File: config.mk
export PLATFORM = sky130hd
export DESIGN_NAME = fbpa_ram
export DESIGN_NICKNAME = d
export VERILOG_FILES = /design/src/rtl/fbpa_ram.sv
export SDC_FILE = /design/constraint.sdc
export NUM_CORES = 1
export LEC_CHECK = 0
export BUFFER_PORTS_ARGS = -buffer_cell sky130_fd_sc_hd__buf_4
export CORE_MARGIN = 3
export CORE_UTILIZATION = 50
export CTS_CLUSTER_SIZE = 8
export DETAILED_ROUTE_END_ITERATION = 10
export GPL_ROUTABILITY_DRIVEN = 1
export PLACE_DENSITY_LB_ADDON = 0.25
export SKIP_CTS_REPAIR_TIMING = 1
export SLEW_MARGIN = 20
export SYNTH_ARGS = -nofsm -noshare
export SYNTH_HDL_FRONTEND = slang
export SYNTH_SLANG_ARGS = --single-unit
File: constraint.sdc
create_clock -name clk -period 2.5 [get_ports clk]
set_input_delay 0.625 -clock clk [delete_from_list [all_inputs] [get_ports clk]]
set_output_delay 0.625 -clock clk [all_outputs]
set_load 0.01 [all_outputs]
File: src/rtl/fbpa_ram.sv
`timescale 1ns / 1ps
`default_nettype none
// ----------------------------------------------------------------------------
// fbpa_ram
// Generic simple dual-port RAM, one write and one registered read port.
// ----------------------------------------------------------------------------
module fbpa_ram #(
    parameter int WIDTH = 8,
    parameter int DEPTH = 16
) (
    input  wire                       clk,
    input  wire                       we,
    input  wire  [$clog2(DEPTH)-1:0]  waddr,
    input  wire  [WIDTH-1:0]          wdata,
    input  wire  [$clog2(DEPTH)-1:0]  raddr,
    output logic [WIDTH-1:0]          rdata
);

    logic [WIDTH-1:0] mem [DEPTH];

    always_ff @(posedge clk)
    begin
        if (we)
        begin
            mem[waddr] <= wdata;
        end
        rdata <= mem[raddr];
    end

endmodule
`default_nettype wire

# Word-level counts from Yosys, hierarchy flattened
# Memories as Yosys holds them, arrays and structs flattened. A register that Yosys moved wholly into a read port is not among the register bits.
# Cells that the tools add are included.
[op_classes] n_mux=2
[op_table] operator="$mux 1" count=2
[totals] out_inout_bits=8 word_cells=3 ff_bits=0 memories=1 ram_bits=128 inputBits=18
[memory_table] name="mem" depth=16 width=8 rd=1 rd_ports_with_merged_regs=1 write_ports=1 line="19" text="logic [WIDTH-1:0] mem [DEPTH];"

# Logic depth before layout (Yosys ltp)
# Gate-level depths: netlist of run 1.
[depth] depth_word=2 mapped_depth=5 depth_no_buf=3

# Least setup slack after synthesis of run 1
# No wires, ideal clock.
[synth_path] kind="input-to-reg" startpoint="input waddr[2]" endpoint="memory mem[0][0], enable pin" required_ns=2.117 n_path_buf=0 t_arrival_ns=1.735 setup_ns=0.383 setup_slack_ns=0.382 cell_stages=2 cell_sequence="or3b_2 nor3_1"
[synth_lines] element="from (decl)" line="13" text="input wire [$clog2(DEPTH)-1:0] waddr,"
[synth_lines] element="to (decl)" line="19"
# Straight into the memory's write port.

==> flow_summary.toml, run 1 <==
[worst_setup_path]
setup.reg_to_reg.worst_slack_ps = 1120
timing.reg2reg.worst_path_depth = 3
critical_path.slowest_cell = "mux4_1"
crit_path_end_kind = "register"
cp_data_required_time_ps = 2900
critical_path.max_stage_delay_ps = 570
timing.setup.critical_path_class = "input pin to register"
critical_path.reg2reg.endpoint = "rdata[2]"
crit_chain = "buf_4 > buf_4 > mux4_1 > a22oi_1 > nand2_1"
crit_top_cell = "buf_4"
crit-reg2reg-launch = "mem[0][2]"
worstPathMaxFanout = 22
worstSetupStartpointType = "input pin"
critPathArrivalTime_ps = 2080

[logic_synthesis]
synth_flop_cell = "edfxtp_1"
seq_area_frac_synth = 0.778
synth_top_cell_by_area = "edfxtp_1"
yosysTopAreaCellShare = 0.747
synth.ff_latch_count = 136
post_synth_instance_area_mm2 = 0.00515
synth_area_per_cell_um2 = 22.5
yosys_warnings = 0
synth.most_common_cell = "edfxtp_1"
synth_cell_types = 19
synth.cells.most_frequent = "128 x edfxtp_1, 18 x mux4_2, 16 x a22oi_1"
synth_async_sr_flop_share = 0
top_post_synthesis_cells_by_area = "edfxtp_1 75%, mux4_2 7.9%, mux4_1 7.1%, dfxtp_1 3.1%, a22oi_1 2.3%"
number_of_enable_type_register_cells_in_the_synthesized_netlist = 128
synthCells = 229
syn_nets = 247

[routing]
wl_met2_um = 4880
drt.antenna.violating_nets = 0
detail_route.wirelength.met1_um = 4190
drt-pass1-iter-count = 4
avgRoutedWirePerCell_um = 23.4
drtIter0Drc = 242
top_layer = "met4"
remaining_drcs = 0
route.met3.wl_um = 807
dr_total_vias = 2460
wirelength_um = 10000
avgViaCountPerCell = 5.75

[power]
p_sw_w = 0.00109
total_leakage_power_nw = 2.11
power.share.sequential = 0.477
internal_power_consumption_w = 0.00430
p_sw_frac = 0.202
power.share.clock = 0.477
power.ir.vdd_worst_mv = 0.385
p_comb_frac = 0.047
power_density_mw_per_mm2 = 872

[cells_and_area]
multiInputGateArea_mm2 = 0.00106
layout-area-overhead-vs-synth_pct = 19.9
layout.nets = 300
finalInstanceArea_mm2 = 0.00617
count_of_filler_cells_inserted_in_the_layout = 701
regArea_mm2 = 0.00400
ant_diodes = 0
final_layout_size_suffix_gt1_frac = 0.315

[clocking]
cts.reportedPaths.clkPinSlew_ps = 60
cts_tree = "built"
cts_max_path_buffers = 2
clock_tree.htree_level_count = 4
clock-root-buffer = "clkbuf_8"
worstSkewPairLatency_ps = 520
cts_buffers = 17
clock_sink_count = 136

[global_routing]
number_of_global_route_vias_before_repair = 2580
grt_overflow = 0
grt_start_max_net_pins = 33
gr-usage-all-layers = 0.196
first_pass_grt_wire_length_um = 15600
grt_antenna_before_repair = 0

[floorplanning]
dieArea_mm2 = 0.0115
die_y_um = 107
initial_utilization = 0.519
ioPinCount = 26
chipWidth_um = 107
fp.coreArea_mm2 = 0.00991
rows = 36

[timing]
worst_clock_skew_ps = 10.9
finalSetupViolations = 0
slew-limit-headroom = 0.536
rsz0062_at_grt = "no"
worst_tran_pin_value_ps = 693
post-route-period-util = 0.672
period_needed_ps = 1680
final_report_hold_violation_count = 0
final-max-slew-violation-count = 0
setup_tns_ps = 0
fmaxAchievable_ghz = 0.595

[run_status]
run_status = "completed"

[placed_design]
dp_hpwl_um = 6090
io_buffer_count = 25
place_area_mm2 = 0.00556
gp_congestion = 0.760

[worst_hold_path]
tightest_hold_check_type = "input pin to register"
hold-path-endpoint = "mem[4][1]"
min_path_cells = 1
hold_path_startpoint = "wdata[1]"

[flow_run]
drv.max_cap_violation_count = 0
-- cell families after synthesis --
family,share of synthesized area
AOI/OAI and AO/OA,0.0233
buffers and inverters,0.0168
DFF,0.778
muxes,0.150
and+or+nand+nor,0.0318
-- worst max-delay path: cells and delay by family --
| family | cells | cell delay (ps) |
|---|---|---|
| AND/OR/NAND/NOR | 1 | 60 |
| multiplexers | 1 | 570 |
| buffers and inverters | 2 | 610 |
| AO/OA/AOI/OAI | 1 | 200 |
-- how the worst max path moves through the flow --
stage                        start   endpoint  cells after the start
after detailed placement  raddr[0]   rdata[4]                      5
after global placement    raddr[0]   rdata[3]                      5
after CTS                 raddr[0]   rdata[3]                      5
final                     raddr[0]   rdata[3]                      5
after global routing      raddr[0]   rdata[3]                      5
after floorplan           waddr[2]  mem[0][0]                      2
-- sequential cells by signal (all words and copies together), names as in the netlist --
name,cells
rdata,8
mem,128
-- final cells by class --
| type | count | share of cell area |
|---|---|---|
| Timing Repair Buffer | 44 | 0.0535 |
| Multi-Input combinational cell | 83 | 0.171 |
| Tap cell | 133 | 0.0270 |
| Clock buffer | 19 | 0.0683 |
| Clock inverter | 13 | 0.0312 |
| Sequential cell | 136 | 0.649 |
-- placed cells by master (no fill, tap or decap), drive strengths merged, types with 2 or more instances in the layout --
cell type    n
a22oi       16
buf         44
bufinv       4
clkbuf      19
clkinv       3
clkinvlp     2
dfxtp        8
edfxtp     128
inv          4
mux4        32
nand2        9
nand2b       2
nand3b       2
nor2        13
nor3         4
-- routing by layer --
metal | up-vias | track usage
li1 | 1080 | -
met1 | 1270 | 0.281
met2 | 97 | 0.288
met3 | 13 | 0.0522
met4 | 0 | 0.0803
met5 | - | 0
-- per-stage QoR --
stage	util	total power, W	setup WS [ps]	hold WS (ps)	std cells
floorplan	-	0.00274	382	629	229
global placement	0.561	0.00286	310	656	396
detailed placement	0.561	0.00287	282	665	396
CTS	0.623	0.00543	820	401	428
global route	0.623	0.00557	723	410	428
finish	0.623	0.00538	820	419	428
-- power by group through the flow --
stage | registers (W) | clock network (W) | logic [W]
after floorplan | 0.00261 | 0 | 0.000129
after global placement | 0.00261 | 0 | 0.000250
after detailed placement | 0.00261 | 0 | 0.000255
after CTS | 0.00257 | 0.00261 | 0.000257
after global routing | 0.00257 | 0.00272 | 0.000274
final | 0.00256 | 0.00257 | 0.000251
(Power assumes the default switching activity.)
==> run 2, diff against run 1 <==
==> constraint.sdc (replaced) <==
create_clock -name clk -period 1.5 [get_ports clk]
set_input_delay 0.375 -clock clk [delete_from_list [all_inputs] [get_ports clk]]
set_output_delay 0.375 -clock clk [all_outputs]
set_load 0.01 [all_outputs]
==> run 2 against run 1 <==
Effect of this change: total power increased by 66%; non-clock buffer count up 12; count of clock-buffer cells in the layout up 2; via count rose by 2.2%; die area is the same; clock power increased by 64%; final cell count is 2.8% higher; worst hold slack got worse by 250 ps; global-route usage shrank 0.65 points; register-to-register slack lost 1000 ps; first-iteration DRC count down 24%; critical path type is now register to register; largest power group is now sequential cells.
==> flow_summary.toml, run 2 (same netlist as run 1, synthesis figures left out) <==
[clocking]
cts_tree = "built"
clock_tree.htree_level_count = 4
clock_sink_count = 136
clock-root-buffer = "clkbuf_8"
cts.reportedPaths.clkPinSlew_ps = 60
worstSkewPairLatency_ps = 510
cts_max_path_buffers = 2
cts_buffers = 17

[timing]
final-max-slew-violation-count = 0
period_needed_ps = 1420
post-route-period-util = 0.948
fmaxAchievable_ghz = 0.703
rsz0062_at_grt = "no"
worst_clock_skew_ps = 9.13
worst_tran_pin_value_ps = 855
finalSetupViolations = 0
final_report_hold_violation_count = 0
slew-limit-headroom = 0.428

[worst_setup_path]
critPathArrivalTime_ps = 1810
critical_path.reg2reg.endpoint = "rdata[4]"
crit_path_end_kind = "register"
timing.reg2reg.worst_path_depth = 3
timing.setup.critical_path_class = "register to register"
worstPathMaxFanout = 1
setup.reg_to_reg.worst_slack_ps = 80
crit-reg2reg-launch = "mem[9][4]"
cp_data_required_time_ps = 1890
worstSetupStartpointType = "register"
setup.worst_path.start = "mem[9][4]"

[cells_and_area]
most_frequent_standard_cell_in_the_layout_excluding_fill_and_tap_cells = "edfxtp_1"
final_cell_mix = "128 x edfxtp_1, 53 x buf_4, 18 x mux4_2, 16 x a22oi_1, 16 x clkbuf_16"
flip_flop_count_of_the_largest_register_after_layout = 128
layout-area-overhead-vs-synth_pct = 22.9
final_layout_size_suffix_gt1_frac = 0.358
layout.core_utilization = 0.639
layout.nets = 312
registers_with_the_highest_flip_flop_counts = "mem: 128 flops, rdata: 8 flops"
largest_register = "mem"
ant_diodes = 0

[worst_hold_path]
min_path_cells = 1
tightest_hold_check_type = "input pin to register"
hold_path_startpoint = "wdata[2]"
hold-path-endpoint = "mem[5][2]"

[placed_design]
io_buffer_count = 25
gp_congestion = 0.734
dp_hpwl_um = 6560

[routing]
drt-pass1-iter-count = 5
dr_total_vias = 2515
avgRoutedWirePerCell_um = 22.6
wirelength_um = 9940
avgViaCountPerCell = 5.72
remaining_drcs = 0
drt.antenna.violating_nets = 0
drtIter0Drc = 185

[floorplanning]
rows = 36
chipWidth_um = 107
ioPinCount = 26
die_y_um = 107
dieArea_mm2 = 0.0115
initial_utilization = 0.519
fp.coreArea_mm2 = 0.00991

[power]
power.ir.vdd_worst_mv = 0.768
power.total_w = 0.00894
power_density_mw_per_mm2 = 1410
total_leakage_power_nw = 2.18

[global_routing]
grt_overflow = 0
grt_antenna_before_repair = 0
number_of_global_route_vias_before_repair = 2540
gr-usage-all-layers = 0.189
grt_start_max_net_pins = 21
first_pass_grt_wire_length_um = 15100

[run_status]
run_status = "completed"

[flow_run]
drv.max_cap_violation_count = 0
==> run 2: cell count changes in the layout (fill, tap and decap cells not counted), moves of 2 or more <==
cell and change:
buf_12 +3, nor2_2 +3, inv_6 -3, nor3_1 -3
clkinvlp_4 +2, nor2_1 -3, nor3_2 +2, buf_4 +9
==> run 2: power breakdown <==
group | internal [W] | switching, W | leakage, nW | total (W)
sequential | 0.00425 | 0.0000271 | 1.22 | 0.00428
combinational | 0.000213 | 0.000237 | 0.675 | 0.000450
clock | 0.00275 | 0.00147 | 0.285 | 0.00422
==> run 2: worst max-delay path: stages (launching register included) <==
cell	delay [ps]
edfxtp_1	350
mux4_1	510
a22oi_1	350
nand2_1	90
==> run 2: worst max-delay path by stage <==
stage | endpoint | slack, ps | cells after the start
final | rdata[4] | 80 | 3
after global routing | rdata[1] | 4 | 3
after CTS | rdata[6] | 90 | 1
after detailed placement | rdata[4] | -360 | 5
after global placement | rdata[4] | -350 | 5
after floorplan | rdata[1] | -10 | 5
==> run 2: area by class of cell <==
class	instances	area, µm²
clock buffers	21	439
clock inverters	11	173
fillers	667	3580
multi-input cells	83	1090
flip-flops and latches	136	4000
well taps	133	166
repair buffers	56	458
==> run 2: per-layer routing <==
metal | wire (µm) | global-route usage
met1 | 4460 | 0.274
met2 | 4870 | 0.282
met3 | 540 | 0.0492
met4 | 63 | 0.0676
met5 | 0 | 0
==> run 2: through the flow <==
stage	hold WS, ps	setup WS [ps]	instances	setup TNS (ps)	cell area (µm²)
after floorplan	474	-11.5	229	-52.9	5190
after global placement	645	-354	408	-3180	5720
after detailed placement	654	-362	408	-4650	5720
after CTS	143	90.2	440	0	6330
after global routing	165	3.84	440	0	6330
final	168	77.7	440	0	6330
